==> src/rtl/itra_pkg.sv <==
// Package for integer_to_radix_ascii: word types, controller/datapath link types,
// digit-to-ASCII helper. No dependencies.
package itra_pkg;

    localparam int VALUE_WIDTH_DEF = 64;
    localparam int STEP_BITS       = 8;

    localparam logic [4:0] RADIX_MIN = 5'd2;
    localparam logic [4:0] RADIX_DEC = 5'd10;
    localparam logic [4:0] RADIX_HEX = 5'd16;

    localparam logic [6:0] ASCII_ZERO = 7'h30;
    localparam logic [6:0] ASCII_A    = 7'h41;

    typedef struct packed {
        logic [63:0] value;
        logic [4:0]  radix;
    } t_in_word;

    typedef struct packed {
        logic [6:0] digit_char;
        logic       last;
    } t_out_word;

    typedef struct packed {
        logic load;
        logic step;
        logic store;
        logic rd_en;
    } t_dp_cmd;

    typedef struct packed {
        logic pass_last;
        logic quot_nz;
        logic rd_last;
    } t_dp_stat;

    function automatic logic [6:0] digit_ascii(input logic [3:0] d);
        if (d < 4'd10) begin
            return ASCII_ZERO + {3'b000, d};
        end
        return ASCII_A + {3'b000, d} - 7'd10;
    endfunction

endpackage

==> src/rtl/itra_dp.sv <==
// Datapath for integer_to_radix_ascii: long division by the radix, STEP_BITS
// bits a cycle, digit store and character read-out. Depends on itra_pkg.
module itra_dp
    import itra_pkg::*;
#(
    parameter int VALUE_WIDTH = VALUE_WIDTH_DEF
) (
    input  logic      i_clk,
    input  logic      i_rst_n,
    input  t_in_word  i_data,
    input  t_dp_cmd   i_cmd,
    output t_dp_stat  o_stat,
    output t_out_word o_data
);

    localparam int PASSES = (VALUE_WIDTH + STEP_BITS - 1) / STEP_BITS;
    localparam int QW     = PASSES * STEP_BITS;
    localparam int PW     = (PASSES > 1) ? $clog2(PASSES) : 1;
    localparam int AW     = $clog2(VALUE_WIDTH);

    logic [QW-1:0]        r_num;
    logic [3:0]           r_rem;
    logic [4:0]           r_radix;
    logic [PW-1:0]        r_pass;
    logic                 r_qnz;
    logic [AW-1:0]        r_wr;
    logic [AW-1:0]        r_rd;
    logic [3:0]           r_rdata;
    logic                 r_last;
    logic [3:0]           r_mem [VALUE_WIDTH];

    logic [STEP_BITS-1:0]    n_qbits;
    logic [3:0]              n_rem;
    logic [QW+STEP_BITS-1:0] n_shift;
    logic [4:0]              n_radix;
    logic [STEP_BITS-1:0]    top_bits;
    logic [4:0]              part;

    assign top_bits = r_num[QW-1 -: STEP_BITS];

    always_comb begin
        n_rem = r_rem;
        part  = 5'd0;
        for (int k = STEP_BITS - 1; k >= 0; k--) begin
            part = {n_rem, top_bits[k]};
            if (part >= r_radix) begin
                n_qbits[k] = 1'b1;
                part       = part - r_radix;
            end else begin
                n_qbits[k] = 1'b0;
            end
            n_rem = part[3:0];
        end
        n_shift = {r_num, n_qbits};
    end

    always_comb begin
        if (i_data.radix < RADIX_MIN) begin
            n_radix = RADIX_DEC;
        end else if (i_data.radix > RADIX_HEX) begin
            n_radix = RADIX_HEX;
        end else begin
            n_radix = i_data.radix;
        end
    end

    always_ff @(posedge i_clk) begin
        if (!i_rst_n) begin
            r_pass <= '0;
        end else if (i_cmd.load || i_cmd.store) begin
            r_pass <= '0;
        end else if (i_cmd.step) begin
            r_pass <= r_pass + PW'(1);
        end
    end

    always_ff @(posedge i_clk) begin
        if (i_cmd.load) begin
            r_num   <= QW'(i_data.value[VALUE_WIDTH-1:0]);
            r_rem   <= '0;
            r_radix <= n_radix;
            r_wr    <= '0;
        end else if (i_cmd.step) begin
            r_num <= n_shift[QW-1:0];
            r_rem <= n_rem;
            r_qnz <= ((r_pass == '0) ? 1'b0 : r_qnz) | (|n_qbits);
        end else if (i_cmd.store) begin
            r_mem[r_wr] <= r_rem;
            r_rd        <= r_wr;
            r_wr        <= r_wr + AW'(1);
            r_rem       <= '0;
        end
        if (i_cmd.rd_en) begin
            r_rdata <= r_mem[r_rd];
            r_last  <= (r_rd == '0);
            r_rd    <= r_rd - AW'(1);
        end
    end

    assign o_stat.pass_last = (r_pass == PW'(PASSES - 1));
    assign o_stat.quot_nz   = r_qnz;
    assign o_stat.rd_last   = r_last;

    assign o_data.digit_char = digit_ascii(r_rdata);
    assign o_data.last       = r_last;

endmodule

==> src/rtl/itra_ctrl.sv <==
// Controller for integer_to_radix_ascii: sequences load, division passes,
// digit stores and character read-out. Depends on itra_pkg.
module itra_ctrl
    import itra_pkg::*;
(
    input  logic     i_clk,
    input  logic     i_rst_n,
    input  logic     i_valid,
    output logic     o_ready,
    output logic     o_valid,
    input  logic     i_ready,
    input  t_dp_stat i_stat,
    output t_dp_cmd  o_cmd
);

    typedef enum logic [4:0] {
        S_IDLE  = 5'b00001,
        S_DIV   = 5'b00010,
        S_STORE = 5'b00100,
        S_FETCH = 5'b01000,
        S_SHOW  = 5'b10000
    } t_state;

    t_state r_state;
    t_state n_state;

    always_comb begin
        n_state = r_state;
        o_cmd   = '0;
        unique case (r_state)
            S_IDLE: begin
                if (i_valid) begin
                    o_cmd.load = 1'b1;
                    n_state    = S_DIV;
                end
            end
            S_DIV: begin
                o_cmd.step = 1'b1;
                if (i_stat.pass_last) begin
                    n_state = S_STORE;
                end
            end
            S_STORE: begin
                o_cmd.store = 1'b1;
                n_state     = i_stat.quot_nz ? S_DIV : S_FETCH;
            end
            S_FETCH: begin
                o_cmd.rd_en = 1'b1;
                n_state     = S_SHOW;
            end
            S_SHOW: begin
                if (i_ready) begin
                    if (i_stat.rd_last) begin
                        n_state = S_IDLE;
                    end else begin
                        o_cmd.rd_en = 1'b1;
                    end
                end
            end
            default: begin
                n_state = S_IDLE;
            end
        endcase
    end

    always_ff @(posedge i_clk) begin
        if (!i_rst_n) begin
            r_state <= S_IDLE;
        end else begin
            r_state <= n_state;
        end
    end

    assign o_ready = (r_state == S_IDLE);
    assign o_valid = (r_state == S_SHOW);

endmodule

==> src/rtl/integer_to_radix_ascii.sv <==
// Top level of integer_to_radix_ascii: controller plus division datapath.
// Depends on itra_pkg, itra_ctrl, itra_dp.
//
//   channel | handshake          | word
//   --------+--------------------+---------------------------------
//   input   | i_valid / o_ready  | i_data  (value, radix)
//   output  | o_valid / i_ready  | o_data  (digit_char, last)
//
// Each digit takes ceil(VALUE_WIDTH/8) division passes plus one store, set by the
// 8-bit-a-cycle long division unit.
// After the last digit a fetch state, then one character per cycle while the output
// is ready, from the registered digit memory.
// Output stalls hold the current character; a new word is taken only when idle.
// Synchronous active-low reset returns the controller to idle.
module integer_to_radix_ascii
    import itra_pkg::*;
#(
    parameter int VALUE_WIDTH = VALUE_WIDTH_DEF
) (
    input  logic      i_clk,
    input  logic      i_rst_n,
    input  logic      i_valid,
    output logic      o_ready,
    input  t_in_word  i_data,
    output logic      o_valid,
    input  logic      i_ready,
    output t_out_word o_data
);

    t_dp_cmd  cmd;
    t_dp_stat stat;

    itra_ctrl u_ctrl (
        .i_clk   (i_clk),
        .i_rst_n (i_rst_n),
        .i_valid (i_valid),
        .o_ready (o_ready),
        .o_valid (o_valid),
        .i_ready (i_ready),
        .i_stat  (stat),
        .o_cmd   (cmd)
    );

    itra_dp #(
        .VALUE_WIDTH (VALUE_WIDTH)
    ) u_dp (
        .i_clk   (i_clk),
        .i_rst_n (i_rst_n),
        .i_data  (i_data),
        .i_cmd   (cmd),
        .o_stat  (stat),
        .o_data  (o_data)
    );

endmodule
==> config.mk <==
export PLATFORM = sky130hd
export DESIGN_NAME = integer_to_radix_ascii
export DESIGN_NICKNAME = d
export VERILOG_FILES = /design/src/rtl/itra_pkg.sv /design/src/rtl/itra_dp.sv /design/src/rtl/itra_ctrl.sv /design/src/rtl/integer_to_radix_ascii.sv
export SDC_FILE = /design/constraint.sdc
export NUM_CORES = 1
export LEC_CHECK = 0
export BUFFER_PORTS_ARGS = -buffer_cell sky130_fd_sc_hd__buf_4
export CAP_MARGIN = 20
export CORE_ASPECT_RATIO = 0.75
export CORE_UTILIZATION = 40
export DETAILED_ROUTE_END_ITERATION = 8
export PLACE_DENSITY_LB_ADDON = 0.25
export SETUP_SLACK_MARGIN = 0.15
export SYNTH_ARGS = -nofsm -noshare
export SYNTH_HDL_FRONTEND = slang
export SYNTH_SLANG_ARGS = --single-unit
==> constraint.sdc <==
create_clock -name i_clk -period 12.03 [get_ports i_clk]
set_input_delay 2.406 -clock i_clk [delete_from_list [all_inputs] [get_ports i_clk]]
set_output_delay 2.406 -clock i_clk [all_outputs]
set_load 0.05 [all_outputs]
==> results of run 1 <==
==> cell usage in the layout (no fill, tap or decap), types with 7 or more instances in the layout <==
cell type,n
nand2b_1,11
mux4_2,59
nor2b_1,8
xor2_1,9
a21o_1,16
nand3_1,9
nand2_1,221
nor2_1,117
a31oi_1,7
xnor2_1,16
ha_1,47
mux2i_1,11
a22oi_1,22
buf_4,97
inv_1,39
clkbuf_16,38
o21ai_0,12
a21oi_1,48
edfxtp_1,337
fa_1,8
nor3_1,10
clkbuf_1,7
dfxtp_1,14
==> metal layers <==
| layer | share of wire | wire length [um] | up-vias |
|---|---|---|---|
| met5 | 0 | 0 | - |
| met4 | 0.019 | 682 | 0 |
| met3 | 0.048 | 1730 | 55 |
| met2 | 0.44 | 15900 | 198 |
| met1 | 0.49 | 17700 | 4794 |
| li1 | - | - | 4510 |
==> registers in the layout, summed over array words and instances (netlist names) <==
signal and count:
u_dp.r_mem 256, u_dp.r_pass 3, u_dp.r_radix 5, u_dp.r_num 64
u_ctrl.r_state 5, u_dp.r_last 1, u_dp.r_rem 4, u_dp.r_rdata 4
u_dp.r_rd 6, u_dp.r_wr 6, u_dp.r_qnz 1
==> through the flow <==
step                cells  worst slack [ns]
detailed placement   1727             0.553
finish               1794              1.19
floorplan            1165              1.47
global route         1794             0.255
CTS                  1793             0.541
global placement     1727             0.968
==> worst min-delay path, cell delays in order, from the launching register on <==
cell and delay (ns):
dfxtp_1 0.32, nand2_1 0.06, a21oi_1 0.05
==> worst paths after layout <==
kind	startpoint	to	slack, ns
worst min register to register	u_dp.r_pass[1]	u_dp.r_pass[1]	0.48
worst min-delay path	u_dp.r_pass[1]	u_dp.r_pass[1]	0.48
worst max-delay path	u_dp.r_radix[0]	u_dp.r_qnz	1.19
worst max register to register	u_dp.r_radix[0]	u_dp.r_qnz	1.19
==> logic make-up (layout without fill, tap and decap cells) <==
kind of cell,count (synthesis),after routing,share of synthesized area
AND/OR/NAND/NOR,406,406,0.105
multiplexers,79,79,0.0991
adder cells (fa/ha/maj),55,55,0.0462
AO/OA/AOI/OAI,149,149,0.0610
buffers and inverters,96,205,0.0278
flip-flops,355,355,0.647
XOR/XNOR,25,25,0.0135
==> timing repair <==
action / CTS / global route
endpoints found under the hold margin: 0 / 0
gates resized for setup: 0 / 6
buffers inserted: 0 / 1
setup endpoints to repair: 0 / 6
==> cell type report <==
class                           count  area, um2  share of cell area
Tap cell                          520        651              0.0350
Inverter                           42        158             0.00847
Timing Repair Buffer               97        728              0.0391
Clock inverter                     21        307              0.0165
Clock buffer                       45        977              0.0525
Sequential cell                   355      10500               0.564
Multi-Input combinational cell    714       5300               0.285
==> results.sh, run 1 <==
export IMPL_status="completed"
export IMPL_cp_depth=48
export IMPL_async_flop_share=0
export IMPL_synth_common_cells="edfxtp_1 (337), nand2_1 (223), nor2_1 (118)"
export IMPL_clockRootBuffer="clkbuf_16"
export IMPL_ant_nets=0
export IMPL_dpl_instance_area_um2=17300
export IMPL_met3_usage=0.0297
export IMPL_ys_types=60
export IMPL_cts_tree="done"
export IMPL_dr_pass1_iters=5
export IMPL_slowest_delay_ns=0.62
export IMPL_holdBufCountCts=0
export IMPL_drt_wl_total_um=36000
export IMPL_cts_clk_slew_worst_paths_ns=0.06
export IMPL_ys_ff_latch=355
export IMPL_skew_ns=0.0287
export IMPL_path_max_fanout=11
export IMPL_worstSkewPairLatency_ns=0.56
export IMPL_dieArea_um2=41300
export IMPL_finalInstanceArea_um2=18600
export IMPL_finalMaxSlewViolations=0
export IMPL_period_share=0.901
export IMPL_finalHoldWorstSlack_ns=0.477
export IMPL_drc=0
export IMPL_cp_slowest_cell="edfxtp_1"
export IMPL_drv_cap=0
export IMPL_io_buffers=82
export IMPL_htreeDepth=2
export IMPL_final_util=0.468
export IMPL_layout_drive_gt1_share=0.188
export IMPL_core_um2=39700
export IMPL_synth_top_cell_area_share=0.625
export IMPL_hold_violations=0
export IMPL_start_util=0.408
export IMPL_post_drt_wl_per_cell_um=20.0
export IMPL_synth_area_leaders="edfxtp_1 (62%), mux4_2 (8.2%), nand2_1 (5.2%), ha_1 (3.6%), nor2_1 (2.7%)"
export IMPL_max_freq_ghz=0.0923
export IMPL_yosysWarnings=0
export IMPL_tightest_slew_ns=0.999
export IMPL_antenna_cells=0
export IMPL_syn_to_final_growth_pct=14.9
export IMPL_final_nets=1376
export IMPL_viasPerCell=5.33
export IMPL_whs_path_depth=2
export IMPL_critical_path_top_delay_family="compound AO/OA/AOI/OAI gates"
export IMPL_finalSetupViolations=0
export IMPL_synthCells=1165
export IMPL_dp_hpwl_um=23500
export IMPL_cts_buffers=38
export IMPL_cp_common_cell="ha_1"
export IMPL_top_usage_layer="met1"
export IMPL_rows=63
export IMPL_dr_first_iter_drc_count=744
export IMPL_setup_worst_path_end_class="register"
export IMPL_fillers=3472
export IMPL_slew_headroom=0.333
export IMPL_antenna_found_initial=0
export IMPL_syn_num_nets=1293
export IMPL_die_width_um=234
export IMPL_gr_usage_met2=0.266
export IMPL_clockBufferDepth=3
export IMPL_grt_pass1_wl_um=56900
export IMPL_pin_count=83
export IMPL_globalplace_congestion=0.838
export IMPL_overflow=0
export IMPL_grtUsageMet1=0.279
export IMPL_grt_pass1_vias=9679
export IMPL_r2r_cells=48
export IMPL_rsz0062_at_grt="no"
export IMPL_yosysMostFrequentCell="edfxtp_1"
export IMPL_synth_ff_type="edfxtp_1"
export IMPL_track_usage=0.181
export IMPL_mappedNetlistArea_um2=16200
export IMPL_crit_type="register to register"
export IMPL_arrival_ns=11.10
export IMPL_synth_largest_area_cell="edfxtp_1"
export IMPL_synth_seq_area_share=0.647
export IMPL_tns_ns=0
export IMPL_via_count=9557
export IMPL_synth_edff_count=337
export IMPL_hold_class="register to register"
export IMPL_grt_max_degree=77
export IMPL_timing_critical_path_buf_inv=2
export IMPL_dieHeight_um=176
export IMPL_crit_required_ns=12.30
export IMPL_fin_crit_ns=10.84
export IMPL_cts_sinks=355
export IMPL_startpoint_type="register"
export IMPL_syn_avg_cell_area_um2=13.9
Power of run 1 is left out: the tool's default activity adds up to more than one toggle a clock period on the data nets, which glitch-free logic cannot reach.
==> inputs of run 2 (changes only) <==
--- a/config.mk
+++ b/config.mk
@@ -8,7 +8,7 @@
 export BUFFER_PORTS_ARGS = -buffer_cell sky130_fd_sc_hd__buf_4
 export CAP_MARGIN = 20
 export CORE_ASPECT_RATIO = 0.75
-export CORE_UTILIZATION = 40
+export CORE_UTILIZATION = 60
 export DETAILED_ROUTE_END_ITERATION = 8
 export PLACE_DENSITY_LB_ADDON = 0.25
 export SETUP_SLACK_MARGIN = 0.15
==> constraint.sdc (replaced) <==
create_clock -name i_clk -period 13.9 [get_ports i_clk]
set_input_delay 2.78 -clock i_clk [delete_from_list [all_inputs] [get_ports i_clk]]
set_output_delay 2.78 -clock i_clk [all_outputs]
set_load 0.05 [all_outputs]
==> run 2 against run 1 <==
Compared with the run above: register-to-register slack gained 0.51 ns; highest routed layer is now met5; worst hold slack gained 0.0096 ns; flip-flop and latch count did not move; maximum frequency is 11% lower; global-route usage is 8.2 points higher.
==> results.sh, run 2 (same netlist as run 1, synthesis figures left out) <==
export IMPL_via_count=9818
export IMPL_ant_nets=0
export IMPL_worstSkewPairLatency_ns=0.53
export IMPL_crit_required_ns=14.17
export IMPL_dr_pass1_iters=5
export IMPL_syn_to_final_growth_pct=12.6
export IMPL_largest_reg_flops=256
export IMPL_finalMaxSlewViolations=0
export IMPL_final_cell_mix="edfxtp_1 (337), nand2_1 (221), nor2_1 (118)"
export IMPL_met3_wirelength_um=2950
export IMPL_cts_buffers=36
export IMPL_max_freq_ghz=0.0820
export IMPL_track_usage=0.264
export IMPL_reg_top3="u_dp.r_mem x256, u_dp.r_num x64"
export IMPL_layout_commonest_cell="edfxtp_1"
export IMPL_drc=0
export IMPL_rsz0062_at_grt="no"
export IMPL_slew_headroom=0.339
export IMPL_met2_length_um=15400
export IMPL_period_share=0.877
export IMPL_final_nets=1373
export IMPL_routed_top_layer="met5"
export IMPL_cts_repair_timing_setup_buffer_count=0
export IMPL_cts_sinks=355
export IMPL_hold_class="register to register"
export IMPL_antenna_cells=0
export IMPL_crit_type="register to register"
export IMPL_holdBufCountCts=0
export IMPL_core_um2=26200
export IMPL_viasPerCell=6.09
export IMPL_finalSetupViolations=0
export IMPL_die_width_um=192
export IMPL_path_max_fanout=11
export IMPL_largest_register="u_dp.r_mem"
export IMPL_post_drt_wl_per_cell_um=21.5
export IMPL_drt_wl_total_um=34600
export IMPL_grt_pass1_vias=9527
export IMPL_critical_path_top_delay_family="compound AO/OA/AOI/OAI gates"
export IMPL_io_buffers=82
export IMPL_drv_cap=0
export IMPL_htreeDepth=2
export IMPL_fillers=1785
export IMPL_setup_worst_path_end_class="register"
export IMPL_cts_clk_slew_worst_paths_ns=0.06
export IMPL_antenna_found_initial=1
export IMPL_cp_common_cell="ha_1"
export IMPL_dieArea_um2=27700
export IMPL_overflow=0
export IMPL_rows=51
export IMPL_start_util=0.617
export IMPL_dp_hpwl_um=22200
export IMPL_status="completed"
export IMPL_m1WireLength_um=15700
export IMPL_dieHeight_um=144
export IMPL_tightest_slew_ns=0.987
export IMPL_grt_max_degree=77
export IMPL_globalplace_congestion=0.877
export IMPL_cts_resized=0
export IMPL_slowest_delay_ns=0.71
export IMPL_fin_crit_ns=12.19
export IMPL_layout_drive_gt1_share=0.181
export IMPL_skew_ns=0.0262
export IMPL_clockRootBuffer="clkbuf_16"
export IMPL_hold_violations=0
export IMPL_timing_critical_path_buf_inv=3
export IMPL_pin_count=83
export IMPL_cts_tree="done"
export IMPL_dr_first_iter_drc_count=1145
export IMPL_cp_slowest_cell="edfxtp_1"
export IMPL_tns_ns=0
export IMPL_grt_pass1_wl_um=54000
export IMPL_startpoint_type="register"
export IMPL_arrival_ns=12.46
export IMPL_clockBufferDepth=3
## run 2: cell type report
cell class | instances | area (um2) | area share
sequential | 355 | 10500 | 0.575
inverter | 42 | 158 | 0.00864
clock buffer | 43 | 948 | 0.0520
multi-input combinational | 714 | 5270 | 0.289
tap | 344 | 430 | 0.0236
clock inverter | 19 | 215 | 0.0118
timing repair buffer | 96 | 731 | 0.0401
## run 2: final timing paths
kind / start / endpoint / slack (ns) / depth (start not counted)
hold / removal: u_dp.r_pass[2] / u_dp.r_pass[2] / 0.49 / 2
setup reg to reg: u_dp.r_radix[1] / u_dp.r_qnz / 1.71 / 44
setup / recovery: u_dp.r_radix[1] / u_dp.r_qnz / 1.71 / 44
hold reg to reg: u_dp.r_pass[2] / u_dp.r_pass[2] / 0.49 / 2
## run 2: worst min-delay path: cells and delay by family (launching register included)
family	cells	cell delay, ns
compound gates	1	0.06
simple gates	1	0.06
flops	1	0.33
## run 2: stage by stage
| step | hold WS, ns | cell area [um2] | worst slack [ns] | util | instances |
|---|---|---|---|---|---|
| after CTS | 0.486 | 18200 | 1.86 | 0.695 | 1612 |
| after detailed placement | 0.472 | 17100 | 1.96 | 0.650 | 1550 |
| final | 0.487 | 18200 | 1.71 | 0.695 | 1613 |
| after floorplan | 0.435 | 16200 | 3.34 | - | 1165 |
| after global routing | 0.510 | 18200 | 0.588 | 0.695 | 1613 |
| after global placement | 0.464 | 17000 | 2.07 | 0.650 | 1549 |
## run 2: metal layers
layer / track usage / up-vias
met1: 0.404 / 4861
met2: 0.391 / 414
met4: 0.0627 / 2
met3: 0.0534 / 48
li1: - / 4493
met5: 0 / -
Power of run 2 is left out for the same reason.
